File: src/sv/i6ts_pkg.sv
`timescale 1ns / 1ps
// ----------------------------------------------------------------------------
// i6ts_pkg: shared types and constants for the IPv6 text shortener
// Group and character widths, the zero-run summary type and the hex-digit
// to ASCII mapping.
// ----------------------------------------------------------------------------
package i6ts_pkg;

   localparam int GROUP_COUNT = 8;
   localparam int GROUP_W     = 16;
   localparam int NIBBLE_W    = 4;
   localparam int NIBBLES     = GROUP_W / NIBBLE_W;
   localparam int ADDR_W      = GROUP_COUNT * GROUP_W;
   localparam int GROUP_IDX_W = $clog2(GROUP_COUNT);
   localparam int RUN_LEN_W   = $clog2(GROUP_COUNT + 1);
   localparam int DIGIT_IDX_W = $clog2(NIBBLES);
   localparam int CHAR_W      = 8;

   localparam logic [CHAR_W-1:0] CHAR_COLON = 8'h3A;
   localparam logic [CHAR_W-1:0] CHAR_ZERO  = 8'h30;
   localparam logic [CHAR_W-1:0] CHAR_LOWER_A = 8'h61;

   localparam logic COMPRESS_RESET = 1'b1;

   // Longest zero-group run found by the scanner
   typedef struct packed {
      logic                   done;
      logic [GROUP_IDX_W-1:0] start;
      logic [RUN_LEN_W-1:0]   len;
   } run_info_type;

   // Map one nibble to its lower-case ASCII hex digit
   function automatic logic [CHAR_W-1:0] hex_char(input logic [NIBBLE_W-1:0] nib);
      logic [CHAR_W-1:0] wide;
      begin
         wide = {{(CHAR_W-NIBBLE_W){1'b0}}, nib};
         if (nib < 4'd10) begin
            hex_char = CHAR_ZERO + wide;
         end else begin
            hex_char = CHAR_LOWER_A + wide - 8'd10;
         end
      end
   endfunction

endpackage

File: src/sv/i6ts_run_finder.sv
`timescale 1ns / 1ps
// ----------------------------------------------------------------------------
// i6ts_run_finder: serial zero-run scanner
// Shifts the per-group zero flags through one bit per cycle and keeps the
// longest run of zero groups; the earliest run wins a tie.
// ----------------------------------------------------------------------------
module i6ts_run_finder (
   input  logic                                   clock,
   input  logic                                   reset,
   input  logic                                   start,
   input  logic [i6ts_pkg::GROUP_COUNT-1:0]       zero_mask,
   output i6ts_pkg::run_info_type                 run_info
);
   import i6ts_pkg::*;

   logic                   active_ff,    active_in;
   logic                   done_ff,      done_in;
   logic [GROUP_IDX_W-1:0] idx_ff,       idx_in;
   logic [GROUP_COUNT-1:0] mask_ff,      mask_in;
   logic [RUN_LEN_W-1:0]   cur_len_ff,   cur_len_in;
   logic [GROUP_IDX_W-1:0] cur_start_ff, cur_start_in;
   logic [RUN_LEN_W-1:0]   best_len_ff,  best_len_in;
   logic [GROUP_IDX_W-1:0] best_start_ff, best_start_in;

   logic [RUN_LEN_W-1:0]   step_len;
   logic [GROUP_IDX_W-1:0] step_start;

   // Step one group flag per cycle
   always_comb begin
      active_in     = active_ff;
      done_in       = 1'b0;
      idx_in        = idx_ff;
      mask_in       = mask_ff;
      cur_len_in    = cur_len_ff;
      cur_start_in  = cur_start_ff;
      best_len_in   = best_len_ff;
      best_start_in = best_start_ff;
      step_len      = cur_len_ff + 1'b1;
      step_start    = (cur_len_ff == '0) ? idx_ff : cur_start_ff;

      if (start) begin
         active_in     = 1'b1;
         idx_in        = '0;
         mask_in       = zero_mask;
         cur_len_in    = '0;
         cur_start_in  = '0;
         best_len_in   = '0;
         best_start_in = '0;
      end else if (active_ff) begin
         mask_in = mask_ff >> 1;
         if (mask_ff[0]) begin
            cur_len_in   = step_len;
            cur_start_in = step_start;
            // take over only on a strictly longer run
            if (step_len > best_len_ff) begin
               best_len_in   = step_len;
               best_start_in = step_start;
            end
         end else begin
            cur_len_in = '0;
         end
         idx_in = idx_ff + 1'b1;
         if (idx_ff == GROUP_IDX_W'(GROUP_COUNT - 1)) begin
            active_in = 1'b0;
            done_in   = 1'b1;
         end
      end
   end

   always_ff @(posedge clock) begin
      if (reset) begin
         active_ff <= 1'b0;
         done_ff   <= 1'b0;
      end else begin
         active_ff <= active_in;
         done_ff   <= done_in;
      end
      idx_ff        <= idx_in;
      mask_ff       <= mask_in;
      cur_len_ff    <= cur_len_in;
      cur_start_ff  <= cur_start_in;
      best_len_ff   <= best_len_in;
      best_start_ff <= best_start_in;
   end

   assign run_info.done  = done_ff;
   assign run_info.start = best_start_ff;
   assign run_info.len   = best_len_ff;

endmodule

File: src/sv/i6ts_serializer.sv
`timescale 1ns / 1ps
// ----------------------------------------------------------------------------
// i6ts_serializer: nibble-serial text generator
// Shifts the held address out one hex nibble per cycle unless a printed
// digit waits on the output stall, drops leading zeros, inserts separators
// and the double colon, and drives the output register.
module i6ts_serializer (
   input  logic                                 clock,
   input  logic                                 reset,
   input  logic                                 load,
   input  logic [i6ts_pkg::ADDR_W-1:0]          address,
   input  logic                                 compress_enable,
   input  i6ts_pkg::run_info_type               run_info,
   output logic                                 busy,
   output logic                                 rsp_valid,
   input  logic                                 rsp_stall,
   output logic [i6ts_pkg::CHAR_W-1:0]          rsp_out_char,
   output logic                                 rsp_last_char,
   output logic                                 rsp_was_compressed
);
   import i6ts_pkg::*;

   typedef enum logic [2:0] {
      S_IDLE,
      S_SCAN,
      S_GROUP,
      S_SEP,
      S_DIGIT,
      S_DC1,
      S_DC2
   } state_type;

   localparam logic [RUN_LEN_W-1:0]   RUN_END_MAX = RUN_LEN_W'(GROUP_COUNT);
   localparam logic [GROUP_IDX_W-1:0] GROUP_LAST  = GROUP_IDX_W'(GROUP_COUNT - 1);
   localparam logic [DIGIT_IDX_W-1:0] DIGIT_LAST  = DIGIT_IDX_W'(NIBBLES - 1);

   state_type               state_ff,   state_in;
   logic [ADDR_W-1:0]       shift_ff,   shift_in;
   logic [GROUP_IDX_W-1:0]  grp_ff,     grp_in;
   logic [DIGIT_IDX_W-1:0]  dig_ff,     dig_in;
   logic                    started_ff, started_in;
   logic                    comp_ff,    comp_in;
   logic [GROUP_IDX_W-1:0]  rs_ff,      rs_in;
   logic [RUN_LEN_W-1:0]    len_ff,     len_in;
   logic                    valid_ff,   valid_in;
   logic [CHAR_W-1:0]       char_ff,    char_in;
   logic                    last_ff,    last_in;
   logic                    wasc_ff,    wasc_in;

   logic                    advance;
   logic [RUN_LEN_W-1:0]    run_end;
   logic [RUN_LEN_W-1:0]    grp_wide;
   logic                    in_run;
   logic [NIBBLE_W-1:0]     nib;
   logic                    show_nib;
   logic                    run_ok;

   assign advance  = !valid_ff || !rsp_stall;
   assign run_end  = {1'b0, rs_ff} + len_ff;
   assign grp_wide = {1'b0, grp_ff};
   assign in_run   = comp_ff && (grp_wide >= {1'b0, rs_ff}) && (grp_wide < run_end);
   assign nib      = shift_ff[ADDR_W-1 -: NIBBLE_W];
   assign show_nib = (nib != '0) || started_ff || (dig_ff == DIGIT_LAST);
   assign run_ok   = compress_enable && (run_info.len >= RUN_LEN_W'(2));

   always_comb begin
      state_in   = state_ff;
      shift_in   = shift_ff;
      grp_in     = grp_ff;
      dig_in     = dig_ff;
      started_in = started_ff;
      comp_in    = comp_ff;
      rs_in      = rs_ff;
      len_in     = len_ff;
      valid_in   = valid_ff;
      char_in    = char_ff;
      last_in    = last_ff;
      wasc_in    = wasc_ff;

      // drop the output once transferred
      if (advance) begin
         valid_in = 1'b0;
      end

      case (state_ff)
         S_IDLE: begin
            if (load) begin
               shift_in = address;
               state_in = S_SCAN;
            end
         end

         // wait for the zero-run scan, latch the chosen run
         S_SCAN: begin
            if (run_info.done) begin
               comp_in  = run_ok;
               rs_in    = run_ok ? run_info.start : '0;
               len_in   = run_ok ? run_info.len : '0;
               grp_in   = '0;
               state_in = S_GROUP;
            end
         end

         // decide what this group produces
         S_GROUP: begin
            dig_in     = '0;
            started_in = 1'b0;
            if (in_run) begin
               if (grp_ff == rs_ff) begin
                  state_in = S_DC1;
               end else begin
                  // skip a compressed group
                  shift_in = {shift_ff[ADDR_W-GROUP_W-1:0], {GROUP_W{1'b0}}};
                  grp_in   = grp_ff + 1'b1;
                  if (grp_ff == GROUP_LAST) begin
                     state_in = S_IDLE;
                  end
               end
            end else if ((grp_ff != '0) && !(comp_ff && (grp_wide == run_end))) begin
               state_in = S_SEP;
            end else begin
               state_in = S_DIGIT;
            end
         end

         S_SEP: begin
            if (advance) begin
               valid_in = 1'b1;
               char_in  = CHAR_COLON;
               last_in  = 1'b0;
               wasc_in  = comp_ff;
               state_in = S_DIGIT;
            end
         end

         // one nibble per cycle unless a printed digit is stalled, leading zeros dropped
         S_DIGIT: begin
            if (advance || !show_nib) begin
               if (show_nib) begin
                  valid_in = 1'b1;
                  char_in  = hex_char(nib);
                  last_in  = (dig_ff == DIGIT_LAST) && (grp_ff == GROUP_LAST);
                  wasc_in  = comp_ff;
               end
               shift_in   = {shift_ff[ADDR_W-NIBBLE_W-1:0], {NIBBLE_W{1'b0}}};
               dig_in     = dig_ff + 1'b1;
               started_in = started_ff || (nib != '0);
               if (dig_ff == DIGIT_LAST) begin
                  grp_in   = grp_ff + 1'b1;
                  state_in = (grp_ff == GROUP_LAST) ? S_IDLE : S_GROUP;
               end
            end
         end

         S_DC1: begin
            if (advance) begin
               valid_in = 1'b1;
               char_in  = CHAR_COLON;
               last_in  = 1'b0;
               wasc_in  = comp_ff;
               state_in = S_DC2;
            end
         end

         S_DC2: begin
            if (advance) begin
               valid_in = 1'b1;
               char_in  = CHAR_COLON;
               last_in  = (run_end == RUN_END_MAX);
               wasc_in  = comp_ff;
               if (run_end == RUN_END_MAX) begin
                  state_in = S_IDLE;
               end else begin
                  shift_in = {shift_ff[ADDR_W-GROUP_W-1:0], {GROUP_W{1'b0}}};
                  grp_in   = grp_ff + 1'b1;
                  state_in = S_GROUP;
               end
            end
         end

         default: begin
            state_in = S_IDLE;
         end
      endcase
   end

   // hold state and registered outputs
   always_ff @(posedge clock) begin
      if (reset) begin
         state_ff <= S_IDLE;
         valid_ff <= 1'b0;
         grp_ff   <= '0;
         dig_ff   <= '0;
         comp_ff  <= 1'b0;
         rs_ff    <= '0;
         len_ff   <= '0;
      end else begin
         state_ff <= state_in;
         valid_ff <= valid_in;
         grp_ff   <= grp_in;
         dig_ff   <= dig_in;
         comp_ff  <= comp_in;
         rs_ff    <= rs_in;
         len_ff   <= len_in;
      end
      shift_ff   <= shift_in;
      started_ff <= started_in;
      char_ff    <= char_in;
      last_ff    <= last_in;
      wasc_ff    <= wasc_in;
   end

   assign busy               = (state_ff != S_IDLE);
   assign rsp_valid          = valid_ff;
   assign rsp_out_char       = char_ff;
   assign rsp_last_char      = last_ff;
   assign rsp_was_compressed = wasc_ff;

endmodule

File: src/sv/ipv6_text_shortener_unit.sv
`timescale 1ns / 1ps
// ----------------------------------------------------------------------------
// ipv6_text_shortener_unit: IPv6 address to shortened text
// Takes eight 16-bit groups and streams the compressed lower-case text form,
// one ASCII character per transfer, with a last-character flag.
// ----------------------------------------------------------------------------
// One address is in work at a time; req_stall stays high until its last
// character has been loaded into the output register. After the transfer
// the zero-group flags are scanned one group per cycle and the longest run
// is handed over. The text is then generated nibble by nibble: each group
// passes a decision state, a separator colon where one is due, and its four
// nibbles in turn, each printed or dropped (a printed character waits while
// the output stalls); a compressed group other than the first of its run
// passes its decision state only, and the first of the run emits the double
// colon. The output register lets the next address be taken while the final
// character still waits.
// ----------------------------------------------------------------------------
module ipv6_text_shortener_unit (
   input  logic                              clock,
   input  logic                              reset,
   // address input
   input  logic                              req_valid,
   output logic                              req_stall,
   input  logic [i6ts_pkg::GROUP_W-1:0]      req_group_0,
   input  logic [i6ts_pkg::GROUP_W-1:0]      req_group_1,
   input  logic [i6ts_pkg::GROUP_W-1:0]      req_group_2,
   input  logic [i6ts_pkg::GROUP_W-1:0]      req_group_3,
   input  logic [i6ts_pkg::GROUP_W-1:0]      req_group_4,
   input  logic [i6ts_pkg::GROUP_W-1:0]      req_group_5,
   input  logic [i6ts_pkg::GROUP_W-1:0]      req_group_6,
   input  logic [i6ts_pkg::GROUP_W-1:0]      req_group_7,
   // character output
   output logic                              rsp_valid,
   input  logic                              rsp_stall,
   output logic [i6ts_pkg::CHAR_W-1:0]       rsp_out_char,
   output logic                              rsp_last_char,
   output logic                              rsp_was_compressed,
   // configuration write
   input  logic                              csr_valid,
   output logic                              csr_ready,
   input  logic                              csr_compress_enable
);
   import i6ts_pkg::*;

   logic                   compress_ff, compress_in;
   logic                   busy;
   logic                   req_take;
   logic [GROUP_COUNT-1:0] zero_mask;
   logic [ADDR_W-1:0]      address;
   run_info_type           run_info;

   // write the configuration register
   assign csr_ready   = 1'b1;
   assign compress_in = (csr_valid && csr_ready) ? csr_compress_enable : compress_ff;

   always_ff @(posedge clock) begin
      if (reset) begin
         compress_ff <= COMPRESS_RESET;
      end else begin
         compress_ff <= compress_in;
      end
   end

   // accept an address only while idle
   assign req_stall = busy;
   assign req_take  = req_valid && !req_stall;

   assign address = {req_group_0, req_group_1, req_group_2, req_group_3,
                     req_group_4, req_group_5, req_group_6, req_group_7};

   // flag all-zero groups, group 0 in bit 0
   assign zero_mask = {req_group_7 == '0, req_group_6 == '0, req_group_5 == '0,
                       req_group_4 == '0, req_group_3 == '0, req_group_2 == '0,
                       req_group_1 == '0, req_group_0 == '0};

   i6ts_run_finder u_run_finder (
      .clock     (clock),
      .reset     (reset),
      .start     (req_take),
      .zero_mask (zero_mask),
      .run_info  (run_info)
   );

   i6ts_serializer u_serializer (
      .clock              (clock),
      .reset              (reset),
      .load               (req_take),
      .address            (address),
      .compress_enable    (compress_ff),
      .run_info           (run_info),
      .busy               (busy),
      .rsp_valid          (rsp_valid),
      .rsp_stall          (rsp_stall),
      .rsp_out_char       (rsp_out_char),
      .rsp_last_char      (rsp_last_char),
      .rsp_was_compressed (rsp_was_compressed)
   );

   // busy right after an address transfer
   assert property (@(posedge clock) disable iff (reset)
      req_take |=> req_stall)
      else $error("unit not busy after address transfer");

   // scan result arrives only while an address is in work
   assert property (@(posedge clock) disable iff (reset)
      run_info.done |-> busy)
      else $error("zero-run result while idle");

   // chosen run stays inside the address
   assert property (@(posedge clock) disable iff (reset)
      run_info.done |-> (({1'b0, run_info.start} + run_info.len) <= RUN_LEN_W'(GROUP_COUNT)))
      else $error("zero run exceeds the group count");

endmodule
File: config.mk
export PLATFORM = sky130hd
export DESIGN_NAME = ipv6_text_shortener_unit
export DESIGN_NICKNAME = d
export VERILOG_FILES = /design/src/sv/i6ts_pkg.sv /design/src/sv/i6ts_run_finder.sv /design/src/sv/i6ts_serializer.sv /design/src/sv/ipv6_text_shortener_unit.sv
export SDC_FILE = /design/constraint.sdc
export NUM_CORES = 1
export LEC_CHECK = 0
export BUFFER_PORTS_ARGS = -buffer_cell sky130_fd_sc_hd__buf_2
export CAP_MARGIN = 20
export CELL_PAD_IN_SITES_DETAIL_PLACEMENT = 1
export CELL_PAD_IN_SITES_GLOBAL_PLACEMENT = 1
export CORE_MARGIN = 5
export CORE_UTILIZATION = 44
export CTS_CLUSTER_SIZE = 28
export DETAILED_ROUTE_END_ITERATION = 7
export PLACE_DENSITY = 0.77
export SLEW_MARGIN = 10
export SYNTH_ARGS = -nofsm -noshare
export SYNTH_HDL_FRONTEND = slang
export SYNTH_SLANG_ARGS = --single-unit
File: constraint.sdc
create_clock -name clock -period 15.2 [get_ports clock]
set_input_delay 2.28 -clock clock [delete_from_list [all_inputs] [get_ports clock]]
set_output_delay 2.28 -clock clock [all_outputs]
set_load 0.02 [all_outputs]
==> summary.md, run 1 <==
| Metric | Value |
|---|---|
| Endpoint of the worst hold path | `u_serializer.len_ff[2]` |
| Count of flip-flops with a built-in enable after synthesis | `146` |
| Area post-placement | `10000 um^2` |
| Total overflow reported by the global router | `0` |
| Dpl hpwl | `18200 um` |
| Static leakage power | `0.00436 uW` |
| Horizontal extent of the die | `154 um` |
| Total Die Area | `23800 um^2` |
| Violation count after the first detailed-routing iteration | `536` |
| Post-CTS setup buffers | `0` |
| Maximum clock path buffer count | `2` |
| Final setup TNS | `0 ns` |
| Setup repair after global routing missed its margin | `no` |
| Slew Limit Headroom | `30.6%` |
| Synth cell types | `57` |
| Final period utilization | `30.5%` |
| Yosys warning count | `0` |
| Critical Path RT | `15.26 ns` |
| H-tree Lvls | `4` |
| Clock Sink Count | `183` |
| Endpoint of the worst register-to-register path | `u_serializer.shift_ff[4]` |
| Initial Util | `44.9%` |
| RD Place Congestion | `0.820` |
| Final setup violation count | `0` |
| Placed cell count | `1277` |
| Run status | `finished clean` |
| Sw Pwr | `717 uW` |
| Flop-to-flop setup slack | `10.89 ns` |
| Clock share of power | `22.8%` |
| R2r startpoint | `u_serializer.rs_ff[0]` |
| Post-route total power | `2000 uW` |
| Net switching share of the total power | `35.8%` |
| Setup CP Type | `primary input to flip-flop` |
| Worst setup SP type | `primary input` |
| Worst hold start | `u_serializer.len_ff[2]` |
| Post-layout instance area | `10700 um^2` |
| Number of antenna-violating nets in the routed design | `0` |
| Syn_area_per_cell | `10.0 um^2` |
| Number of gates given a new drive strength after cts | `0` |
| Slew of the pin with the lowest slew margin | `1.04 ns` |
| Maximum number of pins on one net before global-route repair | `103` |
| Worst setup margin | `10.56 ns` |
| Worst-case clock skew | `0.0105 ns` |
| Number of buffers created by CTS | `17` |
| Core region area | `20400 um^2` |
| Clock tree from TritonCTS | `built` |
| Hold path cells | `2` |
| CP arrival | `4.71 ns` |
| Class of the most critical hold timing path | `flip-flop to flip-flop` |
| Clock Pin Slew Worst Setup and Hold Paths | `0.07 ns` |
| Via count normalized by instance count | `5.70` |
| FFs w/ async S/R, synth | `0%` |
| Combined area of all synthesized cells | `9150 um^2` |
| Residual DRC | `0` |
| Antenna violations before repair | `3` |
| Routed wire length per instance | `19.9 um` |
| Port Buffer Count | `144` |
| Global routing usage summed across all routing layers | `21.7%` |
| Combinational Power Share | `26.6%` |
| Highest attainable clock frequency | `0.215 GHz` |
| Count of hold-fix buffers inserted at cts | `0` |
| Minimum clock period | `4.64 ns` |
| Number of instances in the synthesized netlist | `914` |
| Highest fanout seen on the critical path | `79` |
| Layout net count | `1184` |
| VDD IR max | `0.117 mV` |
| Total via count in the routed design | `7466` |
| Internal power of the cells | `1290 uW` |
| Insertion delay to the later sink of the worst-skew pair | `0.43 ns` |
| Sort of element at the end of the critical path | `flip-flop` |
| Pwr per Cell Area | `188 nW/um^2` |
| R2r worst-path depth | `10` |
| Layout overhead on the synthesized area | `16.5%` |
| Number of cells in the finished layout apart from fillers | `1310` |
| Die span in y | `154 um` |
| CTS Root Cell | `sky130_fd_sc_hd__clkbuf_16` |
| Vias in the first global route | `7851` |
| Pre-CTS setup slack | `10.09 ns` |
| Sequential share of the synthesized area | `56.0%` |
| Number of max-capacitance violations reported | `0` |
| Number of placement rows | `52` |
| Sequential Power Share | `50.6%` |
| Number of search-and-repair iterations in the first detailed-routing pass | `8` |
| Number of pins with negative max-slew slack in the final report | `0` |
| Top Ports | `147` |
| Predominant post-synthesis flop cell | `sky130_fd_sc_hd__edfxtp_1` |
| Share of layout cells above drive strength 1 | `19.1%` |
| First-pass GRT wire length | `41400 um` |
| Routed wire length | `26100 um` |
| Seq cells post-synth | `183` |
| Hold violation total from the final report | `0` |
==> stage by stage <==
step / utilization [%] / hold slack (ns)
after global placement: 49.3 / 0.449
after detailed placement: 49.3 / 0.463
after floorplan: - / 0.436
final: 52.3 / 0.467
after global routing: 52.3 / 0.500
after CTS: 52.3 / 0.471
==> Yosys cell counts, types with 3 or more instances <==
master	instances	area, um^2
sky130_fd_sc_hd__buf_2	10	50.1
sky130_fd_sc_hd__o21ai_0	18	90.1
sky130_fd_sc_hd__and3_1	7	43.8
sky130_fd_sc_hd__ha_1	23	288
sky130_fd_sc_hd__nand2_1	268	1010
sky130_fd_sc_hd__dfxtp_1	37	741
sky130_fd_sc_hd__nand2b_1	11	68.8
sky130_fd_sc_hd__inv_1	21	78.8
sky130_fd_sc_hd__nor4_1	33	206
sky130_fd_sc_hd__nand4_1	11	68.8
sky130_fd_sc_hd__and2_1	3	18.8
sky130_fd_sc_hd__nand3_1	27	135
sky130_fd_sc_hd__nor2b_1	3	18.8
sky130_fd_sc_hd__xnor2_1	4	35.0
sky130_fd_sc_hd__clkbuf_1	44	165
sky130_fd_sc_hd__nor3_1	7	35.0
sky130_fd_sc_hd__a22oi_1	116	871
sky130_fd_sc_hd__a21oi_1	22	110
sky130_fd_sc_hd__nor2_1	39	146
sky130_fd_sc_hd__a31oi_1	3	18.8
sky130_fd_sc_hd__a211oi_1	5	37.5
sky130_fd_sc_hd__edfxtp_1	146	4380
sky130_fd_sc_hd__mux2i_1	15	150
==> routing by layer <==
layer	vias to the layer above	global-route usage, %	routed length (um)
met2	171	37.2	13300
met4	4	6.48	478
met5	-	0	25
met1	3688	28.2	11300
met3	35	3.97	1090
li1	3568	-	-
==> cells in the final DEF, fill, tap and decap left out, drive strengths merged, types with 2 or more instances in the layout <==
| cell | n |
|---|---|
| or3 | 2 |
| clkinvlp | 2 |
| a211oi | 6 |
| mux2i | 15 |
| and2 | 6 |
| nand3 | 27 |
| dfxtp | 37 |
| a31oi | 4 |
| a22oi | 116 |
| conb | 3 |
| bufinv | 3 |
| o21ai | 18 |
| and3 | 7 |
| edfxtp | 146 |
| a311oi | 2 |
| o21a | 2 |
| nand2 | 268 |
| buf | 149 |
| xnor2 | 4 |
| clkinv | 6 |
| nand4 | 11 |
| nor3 | 7 |
| nand2b | 11 |
| o21bai | 2 |
| a21oi | 23 |
| inv | 24 |
| ha | 23 |
| or3b | 3 |
| nor4 | 33 |
| nor2 | 40 |
| nor2b | 3 |
| clkbuf | 18 |
==> state kept, by name (all words and copies together) (netlist names), 2 cells and up <==
name,count
u_serializer.dig_ff,2
u_run_finder.mask_ff,8
u_serializer.rs_ff,3
u_run_finder.best_len_ff,4
u_serializer.len_ff,4
u_serializer.state_ff,3
u_run_finder.best_start_ff,3
u_serializer.shift_ff,128
u_run_finder.cur_start_ff,3
u_run_finder.idx_ff,3
u_serializer.rsp_out_char,7
u_serializer.grp_ff,3
u_run_finder.cur_len_ff,4
==> cells by family after synthesis <==
| logic type | share of synthesized area, % |
|---|---|
| simple gates | 20.2 |
| compound gates | 14.6 |
| flops | 56.0 |
| buf+inv | 3.42 |
| fa+ha+maj | 3.37 |
| mux | 1.76 |
| xor+xnor | 0.479 |
| other cells | 0.0821 |
==> critical path, stage by stage <==
cell and delay (ns):
sky130_fd_sc_hd__buf_2 0.11, sky130_fd_sc_hd__and2_1 0.19, sky130_fd_sc_hd__o311ai_4 0.12, sky130_fd_sc_hd__a21oi_2 0.15, sky130_fd_sc_hd__a311oi_4 0.31, sky130_fd_sc_hd__buf_4 0.83
sky130_fd_sc_hd__buf_4 0.68
==> power groups by stage <==
stage                     Clock [uW]  Sequential [uW]  Combinational [uW]
final                            457             1010                 533
after floorplan                    0             1040                 382
after global routing             487             1040                 592
after CTS                        467             1010                 538
after global placement             0             1010                 517
after detailed placement           0             1020                 531
==> cell type report <==
| cell class | count | area (um^2) |
|---|---|---|
| Antenna cell | 1 | 2.50 |
| Clock buffer | 18 | 429 |
| Clock inverter | 14 | 174 |
| Fill cell | 2337 | 9710 |
| Inverter | 21 | 78.8 |
| Multi-Input combinational cell | 654 | 3750 |
| Sequential cell | 183 | 5120 |
| Tap cell | 270 | 338 |
| Timing Repair Buffer | 149 | 758 |
==> how the worst max path moves through the flow <==
stage                          from  slack (ns)                        end  depth (start not counted)
after floorplan           rsp_stall        2.02   u_serializer.shift_ff[0]                          4
after global placement    rsp_stall       10.09  u_serializer.shift_ff[13]                          7
after detailed placement  rsp_stall       10.09  u_serializer.shift_ff[13]                          7
after CTS                 rsp_stall       10.55  u_serializer.shift_ff[34]                          7
after global routing      rsp_stall       10.43  u_serializer.shift_ff[46]                          7
final                     rsp_stall       10.56   u_serializer.shift_ff[4]                          7
(Power assumes the default switching activity.)
==> inputs of run 2 (changes only) <==
--- a/config.mk
+++ b/config.mk
@@ -10,10 +10,10 @@
 export CELL_PAD_IN_SITES_DETAIL_PLACEMENT = 1
 export CELL_PAD_IN_SITES_GLOBAL_PLACEMENT = 1
 export CORE_MARGIN = 5
-export CORE_UTILIZATION = 44
+export CORE_UTILIZATION = 40
 export CTS_CLUSTER_SIZE = 28
 export DETAILED_ROUTE_END_ITERATION = 7
-export PLACE_DENSITY = 0.77
+export PLACE_DENSITY = 0.74
 export SLEW_MARGIN = 10
 export SYNTH_ARGS = -nofsm -noshare
 export SYNTH_HDL_FRONTEND = slang
==> constraint.sdc (replaced) <==
create_clock -name clock -period 4.2 [get_ports clock]
set_input_delay 0.63 -clock clock [delete_from_list [all_inputs] [get_ports clock]]
set_output_delay 0.63 -clock clock [all_outputs]
set_load 0.02 [all_outputs]
==> summary.md, run 2 (synthesis gave the netlist of run 1 again) <==
| Metric | Value |
|---|---|
| Highest attainable clock frequency | `0.309 GHz` |
| Maximum clock path buffer count | `2 (unchanged)` |
| R2r startpoint | `u_serializer.rs_ff[0] (unchanged)` |
| Met3 Usage GRT | `3.88% (was 3.97%)` |
| Peak-usage layer in the global routing report | `met2 (unchanged)` |
| Combinational Power Share | `28.0% (was 26.6%)` |
| Number of antenna-violating nets in the routed design | `0 (unchanged)` |
| Number of placement rows | `55 (was 52)` |
| Global routing usage summed across all routing layers | `20.1% (was 21.7%)` |
| CP top delay family | `compound AO/OA/AOI/OAI gates (was buffers and inverters)` |
| Final period utilization | `77.1%` |
| Port Buffer Count | `144 (unchanged)` |
| Number of max-capacitance violations reported | `0 (unchanged)` |
| Residual DRC | `0 (unchanged)` |
| Number of inserted diodes | `0 (was 1)` |
| Setup repair after global routing missed its margin | `no (unchanged)` |
| Core region area | `22600 um^2 (was 20400 um^2)` |
| RD Place Congestion | `0.812 (was 0.820)` |
| H-tree Lvls | `4 (unchanged)` |
| Setup CP Type | `flip-flop to flip-flop (was primary input to flip-flop)` |
| Layout overhead on the synthesized area | `18.2% (was 16.5%)` |
| Maximum number of pins on one net before global-route repair | `84 (was 103)` |
| Critical Path Max Stage Delay | `0.59 ns (was 0.83 ns)` |
| Top Ports | `147 (unchanged)` |
| Startpoint of the worst setup timing path | `u_serializer.rs_ff[0] (was rsp_stall)` |
| Sw Pwr | `2680 uW (was 717 uW)` |
| Sequential Power Share | `49.4% (was 50.6%)` |
| Number of buffers and inverters on the critical path | `1 (was 3)` |
| Class of the most critical hold timing path | `primary input to flip-flop (was flip-flop to flip-flop)` |
| Total overflow reported by the global router | `0 (unchanged)` |
| Max reg flops | `128 (unchanged)` |
| Horizontal extent of the die | `161 um (was 154 um)` |
| Run status | `finished clean (unchanged)` |
| Clock Pin Slew Worst Setup and Hold Paths | `0.07 ns (about the same)` |
| Worst setup SP type | `flip-flop (was primary input)` |
| CP arrival | `3.35 ns (was 4.71 ns)` |
| Total via count in the routed design | `7517 (was 7466)` |
| Routed wire length | `26500 um (was 26100 um)` |
| Number of buffers created by CTS | `17 (unchanged)` |
| Fraction of met2 tracks used by global routing | `34.6% (was 37.2%)` |
| Highest fanout seen on the critical path | `59 (was 79)` |
| Die span in y | `161 um (was 154 um)` |
| Post-layout instance area | `10800 um^2 (was 10700 um^2)` |
| Slew Limit Headroom | `35.5% (was 30.6%)` |
| VDD IR max | `0.397 mV (was 0.117 mV)` |
| Number of gates given a new drive strength after cts | `0 (unchanged)` |
| Slew of the pin with the lowest slew margin | `0.967 ns (was 1.04 ns)` |
| Antenna violations before repair | `1 (was 3)` |
| Slowest cell on the critical path | `sky130_fd_sc_hd__a311oi_4 (was sky130_fd_sc_hd__buf_4)` |
| Share of layout cells above drive strength 1 | `20.1% (was 19.1%)` |
| Minimum clock period | `3.24 ns` |
| Clock share of power | `22.6% (was 22.8%)` |
| Final setup TNS | `0 ns (unchanged)` |
| Top register by number of flip-flops | `u_serializer.shift_ff (unchanged)` |
| Cell chain of the critical path | `ha_4 > fa_2 > xnor2_2 > ha_1 > a21oi_1 > a22o_1 > nand3_2 > a311oi_4 > buf_12 (was buf_2 > and2_1 > o311ai_4 > a21oi_2 > a311oi_4 > buf_4 > buf_4)` |
| Clock Sink Count | `183 (unchanged)` |
| Post-CTS setup buffers | `0 (unchanged)` |
| Static leakage power | `0.00442 uW (was 0.00436 uW)` |
| Final setup violation count | `0 (unchanged)` |
| Area post-placement | `10200 um^2 (was 10000 um^2)` |
| Routed wire length per instance | `19.9 um (about the same)` |
| First-pass GRT wire length | `41800 um (was 41400 um)` |
| Count of hold-fix buffers inserted at cts | `0 (unchanged)` |
| Via count normalized by instance count | `5.66 (was 5.70)` |
| Number of pins with negative max-slew slack in the final report | `0 (unchanged)` |
| Pwr per Cell Area | `682 nW/um^2 (was 188 nW/um^2)` |
| Internal power of the cells | `4700 uW (was 1290 uW)` |
| Violation count after the first detailed-routing iteration | `591 (was 536)` |
| Worst-case clock skew | `0.0187 ns (was 0.0105 ns)` |
| Initial Util | `40.5% (was 44.9%)` |
| Commonest non-fill, non-tap cells in the layout | `sky130_fd_sc_hd__nand2_1 (268), sky130_fd_sc_hd__edfxtp_1 (146), sky130_fd_sc_hd__buf_2 (144) (unchanged)` |
| Number of filler cells placed in the layout | `2570 (was 2337)` |
| Total Die Area | `26000 um^2 (was 23800 um^2)` |
| Insertion delay to the later sink of the worst-skew pair | `0.45 ns (was 0.43 ns)` |
| Hold violation total from the final report | `0 (unchanged)` |
| Layout net count | `1190 (was 1184)` |
| CTS Root Cell | `sky130_fd_sc_hd__clkbuf_16 (unchanged)` |
| Sort of element at the end of the critical path | `flip-flop (unchanged)` |
| Worst hold start | `csr_compress_enable (was u_serializer.len_ff[2])` |
| Number of search-and-repair iterations in the first detailed-routing pass | `6 (was 8)` |
| Finished Core Util | `47.9% (was 52.3%)` |
| Dpl hpwl | `19300 um (was 18200 um)` |
| Worst Hold Slack | `0.399 ns (was 0.467 ns)` |
| Most common cell after layout, fill and taps aside | `sky130_fd_sc_hd__nand2_1 (unchanged)` |
| Net switching share of the total power | `36.3% (was 35.8%)` |
| Vias in the first global route | `7911 (was 7851)` |
| Global-route track usage on met1 | `25.8% (was 28.2%)` |
| Critical Path RT | `4.31 ns (was 15.26 ns)` |
| Post-route total power | `7370 uW (was 2000 uW)` |
| Clock tree from TritonCTS | `built (unchanged)` |
==> run 2: cell count changes in the layout (fill, tap and decap cells not counted), sizes merged <==
| cell | previous run | this run |
|---|---|---|
| bufinv | 3 | 2 |
| clkinv | 6 | 1 |
| clkbuf | 18 | 17 |
| diode | 1 | 0 |
| buf | 149 | 155 |
| inv | 24 | 30 |
==> run 2: power by group through the flow <==
stage	Combinational, uW	Clock, uW	Sequential, uW
2_1_floorplan	1400	0	3540
3_3_place_gp	1980	0	3630
3_5_place_dp	2070	0	3670
4_1_cts	2090	1710	3640
5_1_grt	2290	1780	3720
6_report	2060	1670	3640
==> run 2: worst paths after layout <==
| path | cells past startpoint | end | slack (ns) |
|---|---|---|---|
| max | 9 | u_serializer.shift_ff[47] | 0.96 |
| min | 2 | compress_ff | 0.40 |
| max reg2reg | 9 | u_serializer.shift_ff[47] | 0.96 |
| min reg2reg | 2 | u_serializer.len_ff[2] | 0.47 |
==> run 2: metal layers <==
| layer | vias to the layer above | wire length (um) |
|---|---|---|
| met1 | 3693 | 11400 |
| met2 | 199 | 13400 |
| met3 | 34 | 1190 |
| met5 | - | 13 |
| li1 | 3589 | - |
| met4 | 2 | 499 |
==> run 2: stage by stage <==
| step | std cells | setup WS, ns |
|---|---|---|
| CTS | 1329 | 0.949 |
| global route | 1329 | 0.792 |
| global placement | 1297 | 1.05 |
| floorplan | 915 | -1.36 |
| detailed placement | 1298 | 0.947 |
| finish | 1329 | 0.961 |
==> run 2: cell type report <==
class / instances / area (um^2) / area share [%]
flip-flops and latches: 183 / 5130 / 47.4
clock buffers: 17 / 425 / 3.93
repair buffers: 155 / 873 / 8.07
inverters: 21 / 78.8 / 0.729
clock inverters: 14 / 178 / 1.64
multi-input cells: 654 / 3780 / 34.9
well taps: 285 / 357 / 3.30
